==> src/rtl/core/led_pixel_color_corrector_macros.svh <==
// Assertion macros for the LED pixel color corrector.
`ifndef LED_PIXEL_COLOR_CORRECTOR_MACROS_SVH
`define LED_PIXEL_COLOR_CORRECTOR_MACROS_SVH

// Same-cycle implication, checked outside reset.
`define LPCC_ASSERT_NOW(label, clk, rst, ante, cons, msg) \
   label: assert property (@(posedge clk) disable iff (rst) (ante) |-> (cons)) \
      else $error(msg);

// Next-cycle implication, checked outside reset.
`define LPCC_ASSERT_NEXT(label, clk, rst, ante, cons, msg) \
   label: assert property (@(posedge clk) disable iff (rst) (ante) |=> (cons)) \
      else $error(msg);

`endif

==> src/rtl/core/lpcc_pkg.sv <==
// ----------------------------------------------------------------------------
// lpcc_pkg
// Shared types, constants and helpers of the LED pixel color corrector.
// ----------------------------------------------------------------------------
`default_nettype none

package lpcc_pkg;

   localparam int DEF_MAX_OUTPUTS = 512;
   localparam int DEF_MAX_FRAMES  = 8;
   localparam int DEF_MAX_LEDS    = 512;

   localparam int STEP_W     = 4;
   localparam int DIV_STEPS  = 12;   // dividend bits of the frame average
   localparam int PIPE_LAST  = 4;    // last step of the scale/gamma pipeline wait
   localparam int GAMMA_SIZE = 256;
   localparam logic [34:0] RECIP_100 = 35'd167773;   // ceil(2^24 / 100)

   typedef enum logic [1:0] {
      MODE_SET     = 2'd0,
      MODE_MAP     = 2'd1,
      MODE_GAMMA   = 2'd2,
      MODE_ADVANCE = 2'd3
   } mode_type;

   typedef enum logic [2:0] {
      CSR_BLEND_FRAMES = 3'd0,
      CSR_BRIGHTNESS   = 3'd1,
      CSR_INTEN_RED    = 3'd2,
      CSR_INTEN_GREEN  = 3'd3,
      CSR_INTEN_BLUE   = 3'd4,
      CSR_FLOOR_RED    = 3'd5,
      CSR_FLOOR_GREEN  = 3'd6,
      CSR_FLOOR_BLUE   = 3'd7
   } csr_index_type;

   localparam logic [1:0] LUT_CH_INVALID = 2'd3;

   typedef enum logic [3:0] {
      S_CLEAR,
      S_IDLE,
      S_DECODE,
      S_LOAD,
      S_CHECK,
      S_HRD,
      S_HACC,
      S_DIVI,
      S_DIV,
      S_PIPE,
      S_PIX,
      S_FIN
   } ctl_state_type;

   typedef struct packed {
      logic              capture;
      logic              clear_en;
      logic              load_exec;
      logic              res_err;
      logic              res_led;
      logic              sum_clear;
      logic              hist_wr;
      logic              hist_acc;
      logic              div_start;
      logic              div_step;
      logic              res_pix;
      logic              out_load;
      logic [STEP_W-1:0] step;
   } cmd_type;

   typedef struct packed {
      mode_type   mode;
      logic       map_ok;
      logic       blending;
      logic [3:0] n_frames;
      logic       clear_done;
   } status_type;

   // Truncating x / 100 for x below 2^17 by reciprocal multiply.
   function automatic logic [16:0] div100(input logic [16:0] x);
      logic [34:0] prod;
      prod = 35'(x) * RECIP_100;
      return 17'(prod >> 24);
   endfunction

   // Clamp a 17-bit value to 255.
   function automatic logic [7:0] sat8(input logic [16:0] x);
      return (x > 17'd255) ? 8'd255 : x[7:0];
   endfunction

endpackage

`default_nettype wire

==> src/rtl/core/lpcc_ctrl.sv <==
// ----------------------------------------------------------------------------
// lpcc_ctrl
// Sequencer: clearing pass, decode, averaging loop, division steps, output.
// ----------------------------------------------------------------------------
`default_nettype none

`include "led_pixel_color_corrector_macros.svh"

module lpcc_ctrl
   import lpcc_pkg::*;
(
   input  wire logic       clock,
   input  wire logic       reset,
   input  wire logic       req_valid,
   output logic            req_ready,
   output logic            rsp_valid,
   input  wire logic       rsp_ready,
   input  wire status_type stat,
   output cmd_type         cmd
);

   ctl_state_type     state_ff, state_in;
   logic [STEP_W-1:0] step_ff, step_in;
   logic              rsp_valid_ff, rsp_valid_in;

   // State, step counter and response valid
   always_ff @(posedge clock) begin
      if (reset) begin
         state_ff     <= S_CLEAR;
         step_ff      <= '0;
         rsp_valid_ff <= 1'b0;
      end else begin
         state_ff     <= state_in;
         step_ff      <= step_in;
         rsp_valid_ff <= rsp_valid_in;
      end
   end

   // Next state and commands
   always_comb begin
      state_in  = state_ff;
      step_in   = step_ff;
      cmd       = '0;
      cmd.step  = step_ff;
      req_ready = 1'b0;
      case (state_ff)
         S_CLEAR: begin
            cmd.clear_en = 1'b1;
            if (stat.clear_done) state_in = S_IDLE;
         end
         S_IDLE: begin
            req_ready = 1'b1;
            if (req_valid) begin
               cmd.capture = 1'b1;
               state_in    = S_DECODE;
            end
         end
         S_DECODE: begin
            state_in = (stat.mode == MODE_SET) ? S_CHECK : S_LOAD;
         end
         S_LOAD: begin
            cmd.load_exec = 1'b1;
            state_in      = S_FIN;
         end
         S_CHECK: begin
            step_in = '0;
            if (!stat.map_ok) begin
               cmd.res_err = 1'b1;
               state_in    = S_FIN;
            end else begin
               cmd.res_led = 1'b1;
               if (stat.blending) begin
                  cmd.hist_wr   = 1'b1;
                  cmd.sum_clear = 1'b1;
                  state_in      = S_HRD;
               end else begin
                  state_in = S_PIPE;
               end
            end
         end
         S_HRD: begin
            state_in = S_HACC;
         end
         S_HACC: begin
            cmd.hist_acc = 1'b1;
            if (step_ff == stat.n_frames - 4'd1) begin
               step_in  = '0;
               state_in = S_DIVI;
            end else begin
               step_in  = step_ff + 1'b1;
               state_in = S_HRD;
            end
         end
         S_DIVI: begin
            cmd.div_start = 1'b1;
            state_in      = S_DIV;
         end
         S_DIV: begin
            cmd.div_step = 1'b1;
            if (step_ff == STEP_W'(DIV_STEPS - 1)) begin
               step_in  = '0;
               state_in = S_PIPE;
            end else begin
               step_in = step_ff + 1'b1;
            end
         end
         S_PIPE: begin
            if (step_ff == STEP_W'(PIPE_LAST)) begin
               step_in  = '0;
               state_in = S_PIX;
            end else begin
               step_in = step_ff + 1'b1;
            end
         end
         S_PIX: begin
            cmd.res_pix = 1'b1;
            state_in    = S_FIN;
         end
         S_FIN: begin
            if (!rsp_valid_ff || rsp_ready) begin
               cmd.out_load = 1'b1;
               state_in     = S_IDLE;
            end
         end
         default: begin
            state_in = S_IDLE;
         end
      endcase
   end

   // Hold the result until taken
   always_comb begin
      if (cmd.out_load)   rsp_valid_in = 1'b1;
      else if (rsp_ready) rsp_valid_in = 1'b0;
      else                rsp_valid_in = rsp_valid_ff;
   end

   assign rsp_valid = rsp_valid_ff;

   `LPCC_ASSERT_NOW(a_out_free, clock, reset, cmd.out_load, !rsp_valid_ff || rsp_ready, "output overwritten while pending")
   `LPCC_ASSERT_NEXT(a_accept_decode, clock, reset, req_valid && req_ready, state_ff == S_DECODE, "accepted request not decoded")
   `LPCC_ASSERT_NOW(a_div_bound, clock, reset, state_ff == S_DIV, step_ff < STEP_W'(DIV_STEPS), "division step out of range")
   `LPCC_ASSERT_NOW(a_frame_bound, clock, reset, state_ff == S_HRD, step_ff < stat.n_frames && stat.blending, "frame read beyond blend count")

endmodule

`default_nettype wire

==> config.mk <==
export PLATFORM = sky130hd
export DESIGN_NAME = lpcc_ctrl
export DESIGN_NICKNAME = d
export VERILOG_FILES = /design/src/rtl/core/lpcc_pkg.sv /design/src/rtl/core/lpcc_ctrl.sv
export VERILOG_INCLUDE_DIRS = /design/src /design/src/rtl/core
export SDC_FILE = /design/constraint.sdc
export NUM_CORES = 1
export LEC_CHECK = 0
export ABC_AREA = 0
export BUFFER_PORTS_ARGS = -buffer_cell sky130_fd_sc_hd__buf_2
export CAP_MARGIN = 5
export CORE_MARGIN = 1.5
export CORE_UTILIZATION = 43
export DETAILED_ROUTE_END_ITERATION = 16
export GPL_TIMING_DRIVEN = 0
export HOLD_SLACK_MARGIN = 0.02
export PLACE_DENSITY = 0.74
export SLEW_MARGIN = 20
export SYNTH_ARGS = -nofsm -noshare
export SYNTH_HDL_FRONTEND = slang
export SYNTH_SLANG_ARGS = --single-unit
==> constraint.sdc <==
create_clock -name clock -period 1.8 [get_ports clock]
set_clock_uncertainty 0.2 [all_clocks]
set_input_delay 0.18 -clock clock [delete_from_list [all_inputs] [get_ports clock]]
set_output_delay 0.18 -clock clock [all_outputs]
set_load 0.05 [all_outputs]
==> impl_metrics.py <==
metrics = {
    "cells_and_area": {
        "number_of_nets_in_the_final_layout": 180,
        "num_antenna_cells": 0,
        "final_common_cell": "sky130_fd_sc_hd__buf_4",
        "final_layout_size_suffix_gt1_share_pct": 49.7,
        "register_area_sq_um": 196,
        "fin_cells": 188,
        "most-common-layout-cells": "sky130_fd_sc_hd__buf_4, sky130_fd_sc_hd__buf_2, sky130_fd_sc_hd__nand2_1",
        "final.fill_count": 142,
        "post-route-util_pct": 74.5,
        "multi_input_comb_area_sq_um": 683,
        "stdcell_area_sq_um": 1310,
        "layout-area-overhead-vs-synth_pct": 60.8,
    },
    "run_status": {
        "outcome": "finished with violations",
        "violations": "negative setup slack",
    },
    "yosys": {
        "syn_area_sq_um": 817,
        "asyncSetResetFlopFracSynth_pct": 0,
        "synth-simple-area-share_pct": 34.9,
        "synth_fp_nets": 133,
        "synthAdderAreaFrac_pct": 4.59,
        "synth_sequential_area_ratio_pct": 22.1,
        "postSynthAreaPerCell_sq_um": 6.98,
        "synth_mux_area_share_pct": 1.23,
        "ys.warnings.count": 0,
        "yosys_register_bits": 9,
        "synth_top_family_by_area": "simple AND/OR/NAND/NOR gates",
        "ys_types": 37,
        "yosys.area_share.xor_xnor_pct": 6.43,
        "synth_edf_count": 0,
        "post_synth_inst_count": 117,
        "complex_gate_fraction_of_the_synthesized_area_pct": 22.4,
        "yosys_most_used_dff": "sky130_fd_sc_hd__dfxtp_1",
    },
    "route": {
        "route.layer.met1.wl_um": 1180,
        "met3_wirelength_um": 209,
        "amount_of_wire_on_met2_after_detailed_routing_um": 1430,
        "highest_layer": "met4",
        "dr_total_vias": 1056,
        "vias_per_cell": 5.62,
        "post-route-drc-count": 0,
        "number_of_violations_reported_at_the_end_of_detailed_routing_iteration_0": 48,
        "drt_pass1_iterations": 4,
        "routed_wirelength_um": 2900,
        "wl_per_cell_um": 15.4,
        "drt.antenna.violating_nets": 0,
    },
    "sta": {
        "layout_worst_path_cycle_share_pct": 108,
        "layout_min_cycle_time_ns": 1.94,
        "number_of_setup_violations_in_the_final_report": 6,
        "relSlewSlack_pct": 68.8,
        "rsz0062_at_grt": "yes",
        "hold_viol": 0,
        "max_slew.worst_pin.slew_ns": 0.468,
        "hold_slack_ns": 0.120,
        "post-route-worst-setup-slack_ns": -0.137,
        "fmax_mhz": 516,
        "final_max_slew_violation_count": 0,
        "setup_tns_ns": -0.502,
    },
    "power_and_ir_drop": {
        "power.ir.vdd_worst_v": 0.000740,
        "pwr_density_cell_nw_per_um2": 1190,
        "leakage_nw": 0.608,
        "post_route_total_power_mw": 1.56,
    },
    "clock_tree": {
        "cell_at_the_root_of_the_clock_tree": "sky130_fd_sc_hd__clkbuf_4",
        "clock_tree_from_tritoncts": "yes",
        "max-clock-path-buffers": 2,
        "clk-insertion-delay-late_ns": 0.25,
        "cts.htree.levels": 1,
        "cts_sinks": 9,
        "clock_transition_at_path_regs_ns": 0.06,
        "cts-buffers-inserted": 3,
        "cts.hold.buffers_added": 0,
    },
    "worst_setup_path": {
        "timing.reg2reg.setup_slack_ns": -0.14,
        "cp_num_buf_inv": 0,
        "crit_path_top_delay_cell": "sky130_fd_sc_hd__dfxtp_4",
        "arrival_ns": 1.88,
        "cpLargestDelayFamily": "compound AO/OA/AOI/OAI gates",
        "critPathRequiredTime_ns": 1.74,
        "timing.critical_path.from_type": "flop",
        "endpoint_of_the_worst_slack_reg_to_reg_timing_path": "state_ff[0]",
        "worst-path-max-fanout": 6,
        "crit_path_max_incr_delay_ns": 0.39,
        "reg2regPathDepth": 6,
        "worstSetupEndpointType": "flop",
        "path_cells": "ha_4 > nand3b_1 > o21ai_2 > nor3_4 > a221o_1 > o31a_1",
        "critical_path_class": "flop to flop",
        "worst_r2r_startpoint": "step_ff[0]",
    },
    "hold_path": {
        "holdPathStages": 3,
        "hold_path_end": "state_ff[2]",
        "hp-start": "stat[5]",
        "hold_path.class": "primary input to flop",
    },
    "placed_design": {
        "routability_driven_placement_congestion_ratio": 0.795,
        "dpl.cell_count": 171,
        "port_buffers": 29,
        "post_dp_cell_area_sq_um": 1030,
        "detailedPlacementHpwl_um": 1630,
        "placement.setup.worst_slack_ns": -0.0725,
    },
    "floorplanning": {
        "floorplan_die_width_um": 46.6,
        "floorplan.rows": 15,
        "placeableCoreArea_sq_um": 1760,
        "io_pins": 31,
        "floorplan_die_area_sq_um": 2170,
        "floorplan.initialDensity_pct": 46.3,
        "die_h_um": 46.6,
    },
    "global_route": {
        "grt_antenna_before_repair": 0,
        "grt_pass1_wl_um": 3330,
        "global_route.usage.total_pct": 21.8,
        "via_count_of_the_first_global_routing_pass": 759,
        "grt_start_max_net_pins": 11,
        "overall_overflow_remaining_after_global_route": 0,
    },
    "job": {
        "drv_cap": 0,
    },
}
-- power breakdown --
part / leakage, nW / switching, mW / total, mW / internal [mW]
registers: 0.0774 / 0.0723 / 0.322 / 0.250
logic: 0.515 / 0.669 / 1.09 / 0.419
clock network: 0.0150 / 0.0649 / 0.150 / 0.0851
-- registers in the layout, summed over array words and instances (netlist names) --
name,count
step_ff,4
state_ff,4
rsp_valid,1
-- cell type report --
class	instances	share of cell area (%)
sequential	9	15.0
multi-input combinational	93	52.0
buffer	8	5.43
tap	25	2.38
timing repair buffer	42	21.2
clock buffer	4	2.00
inverter	7	2.00
-- cell families after synthesis --
| group | Yosys count |
|---|---|
| mux | 1 |
| compound gates | 26 |
| fa+ha+maj | 3 |
| buf+inv | 15 |
| simple gates | 57 |
| xor+xnor | 6 |
| flops | 9 |
-- timing repair --
action                                  4_1_cts  5_1_grt
setup buffers                                 0       13
cloned                                        0        0
gates resized for setup                      22       29
endpoints found under the setup margin       14       16
pin swaps                                     0       12
-- worst register-to-register path: stages (launching register included) --
cell	delay, ns
sky130_fd_sc_hd__dfxtp_4	0.39
sky130_fd_sc_hd__ha_4	0.15
sky130_fd_sc_hd__nand3b_1	0.13
sky130_fd_sc_hd__o21ai_2	0.27
sky130_fd_sc_hd__nor3_4	0.10
sky130_fd_sc_hd__a221o_1	0.31
sky130_fd_sc_hd__o31a_1	0.26
-- cells in the mapped netlist, types with 2 or more instances --
library cell,number,area [sq um]
sky130_fd_sc_hd__nor3_1,5,25.0
sky130_fd_sc_hd__nand2_1,14,52.6
sky130_fd_sc_hd__o221ai_1,3,26.3
sky130_fd_sc_hd__ha_1,3,37.5
sky130_fd_sc_hd__o31ai_1,3,22.5
sky130_fd_sc_hd__inv_1,7,26.3
sky130_fd_sc_hd__xor2_1,4,35.0
sky130_fd_sc_hd__nand3_1,3,15.0
sky130_fd_sc_hd__nor2_1,14,52.6
sky130_fd_sc_hd__dfxtp_1,9,180
sky130_fd_sc_hd__and3_1,3,18.8
sky130_fd_sc_hd__a211oi_1,2,15.0
sky130_fd_sc_hd__xnor2_1,2,17.5
sky130_fd_sc_hd__buf_2,4,20.0
sky130_fd_sc_hd__nand2b_1,4,25.0
sky130_fd_sc_hd__o31a_1,2,17.5
sky130_fd_sc_hd__buf_4,2,15.0
sky130_fd_sc_hd__a21oi_1,9,45.0
sky130_fd_sc_hd__nor2b_1,6,37.5
-- how the worst max path moves through the flow --
stage,slack (ns),endpoint,start,cells after the start
2_1_floorplan,-0.11,state_ff[0],state_ff[0],5
6_report,-0.14,state_ff[0],step_ff[0],6
5_1_grt,-0.18,step_ff[2],step_ff[0],8
3_5_place_dp,-0.07,state_ff[1],stat[1],8
4_1_cts,-0.05,step_ff[2],step_ff[0],7
3_3_place_gp,-0.01,state_ff[0],step_ff[0],6
-- routing by layer --
layer,vias up,GRT usage (%)
li1,502,-
met1,479,28.9
met2,61,34.4
met3,14,1.18
met4,0,13.1
met5,-,0
(Power assumes the default switching activity.)
